## src/rtl/ber_real_to_double_decoder_unit_macros.svh

```systemverilog
// Assertion macros for the BER REAL to double decoder.
// Used by the top level; expects clk and arst_n in scope.
`ifndef BER_REAL_TO_DOUBLE_DECODER_UNIT_MACROS_SVH
`define BER_REAL_TO_DOUBLE_DECODER_UNIT_MACROS_SVH

// same-cycle implication, off during reset
`define BER2D_ASSERT_IMPL(lbl, ante, cons) \
	lbl: assert property (@(posedge clk) disable iff (!arst_n) (ante) |-> (cons)) \
		else $error("ber2d same-cycle check failed");

// next-cycle implication, off during reset
`define BER2D_ASSERT_NEXT(lbl, ante, cons) \
	lbl: assert property (@(posedge clk) disable iff (!arst_n) (ante) |=> (cons)) \
		else $error("ber2d next-cycle check failed");

`endif

```

## src/rtl/ber2d_pkg.sv

```systemverilog
// Shared types, codes and constants of the BER REAL to double decoder.
// No dependencies.
package ber2d_pkg;

	localparam int BER2D_MAX_CONTENT = 255;

	localparam logic [63:0] INF_BITS  = 64'h7FF0_0000_0000_0000;
	localparam logic [63:0] QNAN_BITS = 64'h7FF8_0000_0000_0000;

	typedef enum logic [1:0] {
		ERR_OK      = 2'd0,
		ERR_INVALID = 2'd1,
		ERR_RANGE   = 2'd2,
		ERR_DECIMAL = 2'd3
	} err_t;

	typedef enum logic [5:0] {
		PH_HDR    = 6'b000001,
		PH_ELEN   = 6'b000010,
		PH_EXP    = 6'b000100,
		PH_MANT   = 6'b001000,
		PH_BIGEXP = 6'b010000,
		PH_HOLD   = 6'b100000
	} phase_t;

	// finished value leaving the parser
	typedef struct packed {
		logic               cvt;
		logic               sign;
		logic [63:0]        n;
		logic [2:0]         base_log;
		logic [1:0]         scale_f;
		logic signed [23:0] e;
		logic [7:0]         mant_octets;
		logic [63:0]        dval;
		err_t               derr;
	} job_t;

	// after scale and leading-one search
	typedef struct packed {
		logic               cvt;
		logic               zero;
		logic               sign;
		logic [63:0]        n;
		logic [5:0]         p;
		logic signed [27:0] scale;
		logic [63:0]        dval;
		err_t               derr;
	} lead_t;

	// after rounding to 53 bits
	typedef struct packed {
		logic               cvt;
		logic               zero;
		logic               sign;
		logic [52:0]        m;
		logic signed [28:0] ev;
		logic [63:0]        dval;
		err_t               derr;
	} pack_t;

endpackage

```

## src/rtl/ber2d_front.sv

```systemverilog
// Octet parser: header, exponent and mantissa collection, special values.
// Depends on ber2d_pkg.
module ber2d_front import ber2d_pkg::*; #(
	parameter int MAX_CONTENT_OCTETS = BER2D_MAX_CONTENT
) (
	input  logic       clk,
	input  logic       arst_n,
	input  logic       accept,
	input  logic       en,
	input  logic [7:0] octet,
	input  logic       last,
	input  logic       empty_req,
	output logic       job_valid_s1,
	output job_t       job_s1
);

	localparam int CNT_W = $clog2(MAX_CONTENT_OCTETS + 2);
	localparam logic [CNT_W-1:0] CNT_SAT = CNT_W'(MAX_CONTENT_OCTETS + 1);
	localparam logic [CNT_W-1:0] CNT_MAX = CNT_W'(MAX_CONTENT_OCTETS);

	phase_t           phase_q, phase_n;
	logic             sign_q, sign_n;
	logic [2:0]       blog_q, blog_n;
	logic [1:0]       sf_q, sf_n;
	logic [7:0]       eoct_q, eoct_n;
	logic [7:0]       eseen_q, eseen_n;
	logic [23:0]      eacc_q, eacc_n;
	logic [63:0]      mant_q, mant_n;
	logic [7:0]       moct_q, moct_n;
	err_t             herr_q, herr_n;
	logic [63:0]      hval_q, hval_n;
	logic [CNT_W-1:0] cnt_q, cnt_n;
	job_t             job;
	logic             done;

	assign done = accept && (last || empty_req);

	// next parser state for one word
	always_comb begin
		phase_n = phase_q; sign_n = sign_q; blog_n = blog_q; sf_n = sf_q;
		eoct_n = eoct_q; eseen_n = eseen_q; eacc_n = eacc_q;
		mant_n = mant_q; moct_n = moct_q; herr_n = herr_q; hval_n = hval_q;
		cnt_n = (cnt_q < CNT_SAT) ? cnt_q + 1'b1 : cnt_q;
		if (cnt_n > CNT_MAX) begin
			phase_n = PH_HOLD; herr_n = ERR_INVALID; hval_n = '0;
		end else begin
			unique case (phase_q)
				PH_HDR: begin
					if (octet[7]) begin
						sign_n = octet[6];
						sf_n = octet[3:2];
						eseen_n = '0;
						eacc_n = '0;
						if (octet[1:0] == 2'b11) begin
							phase_n = PH_ELEN;
						end else begin
							eoct_n = {6'd0, octet[1:0]} + 8'd1;
							phase_n = PH_EXP;
						end
						unique case (octet[5:4])
							2'b00: blog_n = 3'd1;
							2'b01: blog_n = 3'd3;
							2'b10: blog_n = 3'd4;
							default: begin
								phase_n = PH_HOLD; herr_n = ERR_INVALID; hval_n = '0;
							end
						endcase
					end else if (octet[6]) begin
						phase_n = PH_HOLD;
						herr_n = ERR_OK;
						unique case (octet[5:0])
							6'h00: hval_n = INF_BITS;
							6'h01: hval_n = {1'b1, INF_BITS[62:0]};
							6'h02: hval_n = QNAN_BITS;
							6'h03: hval_n = {1'b1, 63'd0};
							default: begin
								herr_n = ERR_INVALID; hval_n = '0;
							end
						endcase
					end else begin
						phase_n = PH_HOLD; herr_n = ERR_DECIMAL; hval_n = '0;
					end
				end
				PH_ELEN: begin
					eoct_n = octet;
					eseen_n = '0;
					if (octet == 8'd0) begin
						phase_n = PH_HOLD; herr_n = ERR_INVALID; hval_n = '0;
					end else if (octet >= 8'd3) begin
						phase_n = PH_BIGEXP; herr_n = ERR_RANGE; hval_n = '0;
					end else begin
						phase_n = PH_EXP;
					end
				end
				PH_EXP: begin
					eacc_n = {eacc_q[15:0], octet};
					eseen_n = eseen_q + 8'd1;
					if (eseen_n >= eoct_q) begin
						phase_n = PH_MANT; mant_n = '0; moct_n = '0;
					end
				end
				PH_MANT: begin
					if (moct_q < 8'd8) mant_n = {mant_q[55:0], octet};
					if (moct_q != 8'd255) moct_n = moct_q + 8'd1;
				end
				PH_BIGEXP: begin
					if (eseen_q == 8'd0) begin
						hval_n = octet[7] ? {sign_q, 63'd0} : {sign_q, INF_BITS[62:0]};
					end
					if (eseen_q != 8'd255) eseen_n = eseen_q + 8'd1;
				end
				PH_HOLD: begin
				end
				default: begin
				end
			endcase
		end
	end

	// build the finished word from the next state
	always_comb begin
		job = '0;
		job.sign = sign_n;
		job.n = mant_n;
		job.base_log = blog_n;
		job.scale_f = sf_n;
		job.mant_octets = moct_n;
		unique case (eoct_n)
			8'd1: job.e = {{16{eacc_n[7]}}, eacc_n[7:0]};
			8'd2: job.e = {{8{eacc_n[15]}}, eacc_n[15:0]};
			default: job.e = eacc_n;
		endcase
		job.dval = '0;
		job.derr = ERR_INVALID;
		if (empty_req) begin
			job.derr = ERR_OK;
		end else begin
			unique case (phase_n)
				PH_MANT: job.cvt = 1'b1;
				PH_BIGEXP: begin
					job.dval = (eseen_n >= eoct_n) ? hval_n : '0;
					job.derr = ERR_RANGE;
				end
				PH_HOLD: begin
					job.dval = hval_n;
					job.derr = herr_n;
				end
				default: begin
				end
			endcase
		end
	end

	// advance parser state; clear after each value
	always_ff @(posedge clk or negedge arst_n) begin
		if (!arst_n) begin
			phase_q <= PH_HDR; sign_q <= 1'b0; blog_q <= '0; sf_q <= '0;
			eoct_q <= '0; eseen_q <= '0; eacc_q <= '0; mant_q <= '0; moct_q <= '0;
			herr_q <= ERR_OK; hval_q <= '0; cnt_q <= '0;
		end else if (done) begin
			phase_q <= PH_HDR; sign_q <= 1'b0; blog_q <= '0; sf_q <= '0;
			eoct_q <= '0; eseen_q <= '0; eacc_q <= '0; mant_q <= '0; moct_q <= '0;
			herr_q <= ERR_OK; hval_q <= '0; cnt_q <= '0;
		end else if (accept) begin
			phase_q <= phase_n; sign_q <= sign_n; blog_q <= blog_n; sf_q <= sf_n;
			eoct_q <= eoct_n; eseen_q <= eseen_n; eacc_q <= eacc_n;
			mant_q <= mant_n; moct_q <= moct_n;
			herr_q <= herr_n; hval_q <= hval_n; cnt_q <= cnt_n;
		end
	end

	// hand the finished word to the converter
	always_ff @(posedge clk or negedge arst_n) begin
		if (!arst_n) begin
			job_valid_s1 <= 1'b0;
		end else if (en) begin
			job_valid_s1 <= done;
		end
	end

	always_ff @(posedge clk) begin
		if (en) job_s1 <= job;
	end

endmodule

```

## src/rtl/ber2d_norm.sv

```systemverilog
// Scale computation, leading-one search and rounding of N to 53 bits.
// Depends on ber2d_pkg.
module ber2d_norm import ber2d_pkg::*; (
	input  logic  clk,
	input  logic  arst_n,
	input  logic  en,
	input  logic  job_valid_s1,
	input  job_t  job_s1,
	output logic  pk_valid_s3,
	output pack_t pk_s3
);

	lead_t              ld, ld_s2;
	logic               ld_valid_s2;
	pack_t              pk;
	logic [7:0]         excess;
	logic signed [27:0] ex;
	logic signed [27:0] prod;
	logic [3:0]         s;
	logic [63:0]        q, rem, half;
	logic               up;
	logic [53:0]        m54;
	logic [5:0]         lsh;
	logic signed [28:0] scale2;

	// scale and leading one
	always_comb begin
		excess = (job_s1.mant_octets > 8'd8) ? job_s1.mant_octets - 8'd8 : 8'd0;
		ex = 28'(job_s1.e);
		unique case (job_s1.base_log)
			3'd1: prod = ex;
			3'd3: prod = (ex <<< 1) + ex;
			default: prod = ex <<< 2;
		endcase
		ld.cvt = job_s1.cvt;
		ld.sign = job_s1.sign;
		ld.n = job_s1.n;
		ld.dval = job_s1.dval;
		ld.derr = job_s1.derr;
		ld.zero = (job_s1.n == 64'd0);
		ld.scale = prod + 28'(job_s1.scale_f) + 28'({excess, 3'b000});
		ld.p = '0;
		for (int i = 0; i < 64; i++) begin
			if (job_s1.n[i]) ld.p = 6'(i);
		end
	end

	// round or left-align to 53 bits
	always_comb begin
		s = '0; q = '0; rem = '0; half = '0; up = 1'b0; m54 = '0; lsh = '0;
		pk.cvt = ld_s2.cvt;
		pk.zero = ld_s2.zero;
		pk.sign = ld_s2.sign;
		pk.dval = ld_s2.dval;
		pk.derr = ld_s2.derr;
		if (ld_s2.p > 6'd52) begin
			s = 4'(ld_s2.p - 6'd52);
			q = ld_s2.n >> s;
			rem = ld_s2.n & ((64'd1 << s) - 64'd1);
			half = 64'd1 << (s - 4'd1);
			up = (rem > half) || ((rem == half) && q[0]);
			m54 = q[53:0] + 54'(up);
			if (m54[53]) begin
				pk.m = m54[53:1];
				scale2 = 29'(ld_s2.scale) + 29'(s) + 29'sd1;
			end else begin
				pk.m = m54[52:0];
				scale2 = 29'(ld_s2.scale) + 29'(s);
			end
		end else begin
			lsh = 6'd52 - ld_s2.p;
			pk.m = 53'(ld_s2.n << lsh);
			scale2 = 29'(ld_s2.scale) - 29'(lsh);
		end
		pk.ev = scale2 + 29'sd52;
	end

	always_ff @(posedge clk or negedge arst_n) begin
		if (!arst_n) begin
			ld_valid_s2 <= 1'b0;
			pk_valid_s3 <= 1'b0;
		end else if (en) begin
			ld_valid_s2 <= job_valid_s1;
			pk_valid_s3 <= ld_valid_s2;
		end
	end

	always_ff @(posedge clk) begin
		if (en) begin
			ld_s2 <= ld;
			pk_s3 <= pk;
		end
	end

endmodule

```

## src/rtl/ber2d_pack.sv

```systemverilog
// Range check, subnormal rounding and the result register.
// Depends on ber2d_pkg.
module ber2d_pack import ber2d_pkg::*; (
	input  logic        clk,
	input  logic        arst_n,
	input  logic        en,
	input  logic        pk_valid_s3,
	input  pack_t       pk_s3,
	output logic        res_valid_q,
	output logic [63:0] res_value_q,
	output err_t        res_err_q
);

	logic signed [29:0] r;
	logic [5:0]         rs;
	logic [52:0]        q, rem, half;
	logic               up;
	logic [63:0]        val;
	err_t               err;

	// encode the final double
	always_comb begin
		r = -30'sd1022 - 30'(pk_s3.ev);
		rs = r[5:0];
		q = '0; rem = '0; half = '0; up = 1'b0;
		val = '0;
		err = ERR_OK;
		if (!pk_s3.cvt) begin
			val = pk_s3.dval;
			err = pk_s3.derr;
		end else if (pk_s3.zero) begin
			val = {pk_s3.sign, 63'd0};
		end else if (pk_s3.ev > 29'sd1023) begin
			val = {pk_s3.sign, INF_BITS[62:0]};
			err = ERR_RANGE;
		end else if (pk_s3.ev >= -29'sd1022) begin
			val = {pk_s3.sign, 11'(pk_s3.ev + 29'sd1023), pk_s3.m[51:0]};
		end else if (r >= 30'sd54) begin
			val = {pk_s3.sign, 63'd0};
			err = ERR_RANGE;
		end else begin
			q = pk_s3.m >> rs;
			rem = pk_s3.m & ((53'd1 << rs) - 53'd1);
			half = 53'd1 << (rs - 6'd1);
			up = (rem > half) || ((rem == half) && q[0]);
			val = {pk_s3.sign, 10'd0, q + 53'(up)};
			if (rem != 53'd0) err = ERR_RANGE;
		end
	end

	always_ff @(posedge clk or negedge arst_n) begin
		if (!arst_n) begin
			res_valid_q <= 1'b0;
		end else if (en) begin
			res_valid_q <= pk_valid_s3;
		end
	end

	always_ff @(posedge clk) begin
		if (en) begin
			res_value_q <= val;
			res_err_q <= err;
		end
	end

endmodule

```

## src/rtl/ber_real_to_double_decoder_unit.sv

```systemverilog
// Top level of the BER REAL contents to IEEE double decoder.
// Depends on ber2d_pkg, ber2d_front, ber2d_norm, ber2d_pack and the macro header.
//
//   channel | signals                                  | direction
//   input   | in_valid, in_ready, octet, last, empty_req | in
//   output  | out_valid, out_ready, value_bits, error_code | out
//
// One octet word is taken each cycle while the result side is not stalled.
// out_valid rises once the last octet has passed the parser register and
// three conversion stages (s2, s3 and the result register); the earliest
// hand-off is the edge after out_valid rises.
// All stages advance together; a held result stalls the whole pipe.
// Reset clears the parser phase and every stage valid.
`include "ber_real_to_double_decoder_unit_macros.svh"
module ber_real_to_double_decoder_unit import ber2d_pkg::*; #(
	parameter int MAX_CONTENT_OCTETS = BER2D_MAX_CONTENT
) (
	input  logic        clk,
	input  logic        arst_n,
	input  logic        in_valid,
	output logic        in_ready,
	input  logic [7:0]  octet,
	input  logic        last,
	input  logic        empty_req,
	output logic        out_valid,
	input  logic        out_ready,
	output logic [63:0] value_bits,
	output logic [1:0]  error_code
);

	logic  en;
	logic  accept;
	logic  job_valid_s1;
	job_t  job_s1;
	logic  pk_valid_s3;
	pack_t pk_s3;
	err_t  res_err;

	// advance when the result register is free or being drained
	assign en = !out_valid || out_ready;
	assign in_ready = en;
	assign accept = in_valid && in_ready;
	assign error_code = res_err;

	ber2d_front #(
		.MAX_CONTENT_OCTETS(MAX_CONTENT_OCTETS)
	) u_front (
		.clk(clk),
		.arst_n(arst_n),
		.accept(accept),
		.en(en),
		.octet(octet),
		.last(last),
		.empty_req(empty_req),
		.job_valid_s1(job_valid_s1),
		.job_s1(job_s1)
	);

	ber2d_norm u_norm (
		.clk(clk),
		.arst_n(arst_n),
		.en(en),
		.job_valid_s1(job_valid_s1),
		.job_s1(job_s1),
		.pk_valid_s3(pk_valid_s3),
		.pk_s3(pk_s3)
	);

	ber2d_pack u_pack (
		.clk(clk),
		.arst_n(arst_n),
		.en(en),
		.pk_valid_s3(pk_valid_s3),
		.pk_s3(pk_s3),
		.res_valid_q(out_valid),
		.res_value_q(value_bits),
		.res_err_q(res_err)
	);

	`BER2D_ASSERT_NEXT(a_done_makes_job, accept && (last || empty_req), job_valid_s1)
	`BER2D_ASSERT_NEXT(a_no_job_without_last, accept && !last && !empty_req, !job_valid_s1)
	`BER2D_ASSERT_IMPL(a_decimal_zero, out_valid && error_code == ERR_DECIMAL, value_bits == 64'd0)
	`BER2D_ASSERT_IMPL(a_invalid_zero, out_valid && error_code == ERR_INVALID, value_bits == 64'd0)
	`BER2D_ASSERT_IMPL(a_range_no_nan,
		out_valid && error_code == ERR_RANGE && value_bits[62:52] == 11'h7FF,
		value_bits[51:0] == 52'd0)

endmodule

```

## config.mk

```make
export PLATFORM = sky130hd
export DESIGN_NAME = ber_real_to_double_decoder_unit
export DESIGN_NICKNAME = d
export VERILOG_FILES = /design/src/rtl/ber2d_pkg.sv /design/src/rtl/ber2d_front.sv /design/src/rtl/ber2d_norm.sv /design/src/rtl/ber2d_pack.sv /design/src/rtl/ber_real_to_double_decoder_unit.sv
export VERILOG_INCLUDE_DIRS = /design/src /design/src/rtl
export SDC_FILE = /design/constraint.sdc
export NUM_CORES = 2
export LEC_CHECK = 0
export ABC_CLOCK_PERIOD_IN_PS = 27500
export BUFFER_PORTS_ARGS = -buffer_cell sky130_fd_sc_hd__buf_4
export CAP_MARGIN = 20
export CELL_PAD_IN_SITES_DETAIL_PLACEMENT = 1
export CELL_PAD_IN_SITES_GLOBAL_PLACEMENT = 2
export CORE_ASPECT_RATIO = 1.5
export CORE_UTILIZATION = 39
export CTS_CLUSTER_SIZE = 30
export DETAILED_ROUTE_END_ITERATION = 6
export PLACE_DENSITY_LB_ADDON = 0.1
export SYNTH_ARGS = -nofsm -noshare
export SYNTH_HDL_FRONTEND = slang
export SYNTH_SLANG_ARGS = --single-unit
```

## constraint.sdc

```tcl
create_clock -name clk -period 27.5 [get_ports clk]
set_clock_uncertainty 0.2 [all_clocks]
set_input_delay 5.5 -clock clk [delete_from_list [all_inputs] [get_ports clk]]
set_output_delay 5.5 -clock clk [all_outputs]
set_load 0.05 [all_outputs]
```

Word level (Yosys, flattened, before mapping)
Cells that the tools add are included.
{ "totals": {"register_bits": 756, "input_bits": 14, "output_inout_bits": 68, "elab_cells": 299} }
{ "op_classes": {"addsub": 22, "order_cmp": 13, "n_eq_ne": 22, "shift": 7, "muxes": 163, "bitwise": 2, "n_reduce_logical": 23} }
{ "ops": {"columns": ["operator", "n"], "rows": [
  ["$mux 64", 16],
  ["$pmux 64 s4", 1],
  ["$mux 63", 4],
  ["$pmux 64 s3", 1],
  ["$mux 5", 33],
  ["$mux 53", 3],
  ["$pmux 66 s2", 1],
  ["$mux 8", 16],
  ["$pmux 64 s2", 1],
  ["$shl 1x4->64 const A", 2],
  ["$shl 1x6->53 const A", 2],
  ["$mux 24", 4],
  ["$pmux 24 s2", 2],
  ["$and 64x64->64", 1],
  ["$eq 64x64->1", 1],
  ["$gt 64x64->1", 1],
  ["$logic_not 64->1", 1],
  ["$mux 4", 16],
  ["$shl 64x6->53", 1],
  ["$shr 64x4->54", 1],
  ["$sub 64x1->64 const B", 1],
  ["$mux 29", 2],
  ["$pmux 28 s2", 1],
  ["$add 54x1->54", 1],
  ["70 further kinds", 139]
]} }

Logic depth before layout (Yosys ltp)
{ "depth": {"ltp_word": 62, "ltp_mapped": 49, "depth_no_buf": 38} }

Modules after synthesis
Synthesis repeated with hierarchy kept, for this count alone.
{ "hier_totals": {"cells_unflattened": 5498, "hier_area_um2": 54563.6} }
{ "modules_own_cells": {"columns": ["module", "n_inst", "cells_per_inst", "area_per_inst_um2"], "rows": [
  ["ber2d_norm", 1, 2631, 25772.2],
  ["ber2d_front", 1, 1251, 15840.2],
  ["ber2d_pack", 1, 1614, 12928.6],
  ["ber_real_to_double_decoder_unit", 1, 2, 22.5]
]} }

Least setup slack after synthesis
Ideal clock, no wire load.
{ "synth_path": {"path_type": "input to output", "start": "in out_ready", "end": "out in_ready", "t_arrival_ns": 21.031, "path_slack_ns": 0.769, "stages": 2, "n_path_buf": 1, "path_cell_list": "nand2b_1 > clkbuf_1"} }
{ "synth_via": {"elab_chain_cells": 1} }
{ "synth_rtl": {"columns": ["item", "line_no", "source"], "rows": [
  ["from (decl)", "ber_real_to_double_decoder_unit.sv:26", "input logic out_ready,"],
  ["$logic_or 1x1->1", "ber_real_to_double_decoder_unit.sv:40", "assign en = !out_valid || out_ready;"],
  ["to (decl)", "ber_real_to_double_decoder_unit.sv:21", "output logic in_ready,"]
]} }
Every way passes these cells.

Worst setup path after layout
{ "layout_path": {"start": "reg u_norm.pk_s3[66] (netlist name)", "end": "reg u_pack.res_value_q[52], data pin"} }
{ "layout_via": {"elab_chain_cells": 13, "elab_cells_between_ends": 21, "cone_classes": "add/sub (5); order compare (4); eq/ne (1); shift (3); mux (5); bitwise (1); reduce/logical (2)"} }
{ "layout_rtl": {"columns": ["item", "line_no", "source"], "rows": [
  ["branches (longest 10 deep; another with $sub 53x1->53)", null, null],
  ["$mux 63 *", "ber2d_pack.sv:33", "end else if (pk_s3.ev > 29'sd1023) begin"],
  ["$mux 63 *", "ber2d_pack.sv:31", "end else if (pk_s3.zero) begin"],
  ["$mux 64 *", "ber2d_pack.sv:28", "if (!pk_s3.cvt) begin"],
  ["net u_pack.val[52]", "ber2d_pack.sv:18", "logic [63:0] val;"],
  ["to (signal assigned)", "ber2d_pack.sv:61", "res_value_q <= val;"],
  ["to (decl)", "ber2d_pack.sv:10", "output logic [63:0] res_value_q,"]
]} }
Mark *: on every way through the listed nets, which the timed path passes.
A chain may end at the register's enable or synchronous reset.

==> impl_metrics.csv <==
group,metric,value,unit
placement,io_buffers,81,
worst_setup_path,cpPeakStageDelay,940,ps
grt,overflow,0,
timing,relSlewSlack,15.6,%
placement,gp_congestion,1.00,
clock_network,cts_tree,"built",
placement,place_hpwl,156000,µm
layout,register_area,0.0217,mm²
die,die_x,302,µm
placement,dpl.cell_count,6876,
synthesis,async_flop_share,26.9,%
clock_network,clk_latency,750,ps
timing,maxSlewViolCount,0,
timing,rsz0062_at_grt,"no",
synthesis,ys.flop_type,"edfxtp_1",
grt,grt_max_degree,151,
layout,syn_to_final_growth,9.53,%
synthesis,syn_nets,5479,
timing,setup_violations,0,
synthesis,synth_warnings,0,
timing,hold_viol,0,
worst_setup_path,cp_data_required_time,27740,ps
die,start_util,39.3,%
timing,final.setup.tns,0,ps
worst_setup_path,reg2reg_depth,34,
placement,place_ws,15770,ps
detailed_routing,drtAntennaViolNets,0,
worst_setup_path,rr_startpoint,"u_norm.pk_s3[66]",
worst_setup_path,cp.arrival,12220,ps
worst_setup_path,critPathTopFamily,"simple AND/OR/NAND/NOR gates",
synthesis,syn_area_per_cell,9.91,µm²
worst_setup_path,setup.worst_path.start,"u_norm.pk_s3[66]",
synthesis,ys_seq_area_share,41.3,%
detailed_routing,via_per_inst,6.16,
clock_network,cts_resized,0,
worst_setup_path,cp-end-kind,"register",
die,dieHeight,451,µm
synthesis,synth_seq_cells,756,
die,coreArea,0.133,mm²
timing,setup_ws,15520,ps
layout,antenna_cells,0,
die,pin_count,82,
worst_setup_path,crit_end,"u_pack.res_value_q[52]",
worst_setup_path,cp.depth,34,
run,drv_cap,0,
outcome,status,"finished, violations left",
timing,fin_crit,11980,ps
detailed_routing,drc,14,
worst_setup_path,crit_path_max_fanout,64,
clock_network,cts-root-buf,"clkbuf_16",
min_path,min_path_cells,0,
clock_network,postCtsSetupRepairBufs,0,
grt,grt_pass1_wl,302000,µm
timing,timing.fmax,83.5,MHz
layout,multiInputGateArea,0.0291,mm²
grt,grt_pass1_vias,45200,
timing,fin_crit_sh,43.6,%
layout,drive_above_1_share,11.9,%
timing,worstMarginPinSlew,1230,ps
synthesis,synthesis.area,0.0525,mm²
detailed_routing,avgRoutedWirePerCell,29.2,µm
outcome,violations,"DRC",
detailed_routing,wirelength,205000,µm
detailed_routing,firstDrtPassIters,7,
worst_setup_path,cp_num_buf_inv,3,
clock_network,cts_buffers,77,
clock_network,clk_pin_slew,80,ps
die,num_rows,164,
synthesis,synth_edf_count,553,
clock_network,ctsHoldBuffers,0,
clock_network,cts.path.max_buffers,3,
worst_setup_path,rrSetupSlack,15520,ps
synthesis,yosysUniqueCellTypes,106,
layout,final_cells,7022,
grt,grt_antenna_before_repair,3,
detailed_routing,drtIter0Drc,2511,
detailed_routing,vias,43300,
synthesis,synthCells,5295,
layout,final_core_util,43.1,%
worst_setup_path,path_class,"reg -> reg",
clock_network,htree_levels,3,
layout,final_nets,5401,
worst_setup_path,rr_endpoint,"u_pack.res_value_q[52]",
die,dieArea,0.136,mm²
layout,n_fill_cell,14900,
worst_setup_path,slowest_stage,"nor3_1",
min_path,holdCritPathClass,"reg -> reg",
worst_setup_path,cp-start-kind,"register",
clock_network,cts_sinks,756,
grt,grt_util_all_layers,30.0,%
-- worst register-to-register path, delay by kind of cell (launching register included) --
kind            cells  cell delay [ps]
simple gates       16             5320
compound gates      8             2800
fa+ha+maj           5             1460
buf+inv             3              920
xor+xnor            2              660
flops               1              320
-- state kept, by name, indices dropped and copies added, names as in the netlist, 8 cells and up --
name	count
u_front.job_s1	169
u_front.eacc_q	24
u_norm.pk_s3	151
u_front.cnt_q	9
u_front.moct_q	8
u_front.eseen_q	8
u_pack.res_value_q	64
u_front.mant_q	64
u_norm.ld_s2	167
u_front.hval_q	64
u_front.eoct_q	8
-- through the flow --
step	cell area, µm²	hold WS [ps]
global route	57500	187
global placement	54900	201
finish	57500	176
CTS	57400	191
detailed placement	54900	205
floorplan	52500	200
-- placed cells by master (no fill, tap or decap), types with 95 or more instances in the layout --
cell and count:
nor3_1 124, xor2_1 97, o21ai_0 230, nand2_1 516, inv_1 95, mux4_2 144, buf_4 198, and2_1 112
dfrtp_1 202, a21oi_1 282, nor2_1 500, xnor2_1 139, nand3_1 158, mux2i_1 198, ha_1 162, a22o_1 187
edfxtp_1 553
-- logic make-up after synthesis --
logic type	Yosys count	synth area share [%]
multiplexers	425	11.7
AND/OR/NAND/NOR	1872	17.1
AO/OA/AOI/OAI	1368	18.0
buffers and inverters	457	3.58
flip-flops	756	41.3
adder cells (fa/ha/maj)	172	4.15
XOR/XNOR	245	4.09
-- synthesized netlist by cell type, types with 56 or more instances --
master      n  share of area, %
nor2b_1    56              0.67
and2_1    112               1.3
and3_1     86               1.0
nor3_1    130               1.2
nand2_1   521               3.7
o21ai_0   230               2.2
nand3_1   159               1.5
xnor2_1   145               2.4
a22oi_1    73               1.0
mux4_2    144               6.2
clkbuf_1  274               2.0
xor2_1    100               1.7
edfxtp_1  553                32
a21oi_1   282               2.7
a21o_1     56              0.80
mux2_2     81               1.7
ha_1      166               4.0
mux2i_1   198               3.8
inv_1      96              0.69
a211oi_1   59              0.84
nor4_1     67              0.80
nor2_1    503               3.6
a22o_1    187               3.1
dfrtp_1   202               9.6
-- layer usage --
| layer | up-vias | GRT usage (%) | part of all wire [%] |
|---|---|---|---|
| li1 | 19900 | - | - |
| met1 | 21900 | 32.2 | 37 |
| met2 | 1061 | 55.0 | 52 |
| met3 | 466 | 3.32 | 3.0 |
| met4 | 0 | 19.5 | 7.5 |
| met5 | - | 0 | 0 |
-- area by class of cell --
class / instances / area share [%]
inverters: 98 / 0.640
well taps: 1743 / 3.79
repair buffers: 202 / 2.69
clock buffers: 107 / 3.76
clock inverters: 34 / 0.681
multi-input cells: 4082 / 50.7
flip-flops and latches: 756 / 37.7
-- how the worst min path moves through the flow --
stage / from / to / slack (ps)
after detailed placement: u_front.job_s1[7] / u_norm.ld_s2[7] / 210
after global placement: u_front.job_s1[43] / u_norm.ld_s2[43] / 200
after CTS: u_norm.ld_s2[46] / u_norm.pk_s3[46] / 190
after global routing: u_norm.ld_s2[46] / u_norm.pk_s3[46] / 190
after floorplan: u_front.job_s1[0] / u_norm.ld_s2[0] / 200
final: u_norm.ld_s2[46] / u_norm.pk_s3[46] / 180
Power is not shown: default switching activity piles up to over one toggle a cycle in this logic, so the estimate is an artifact.
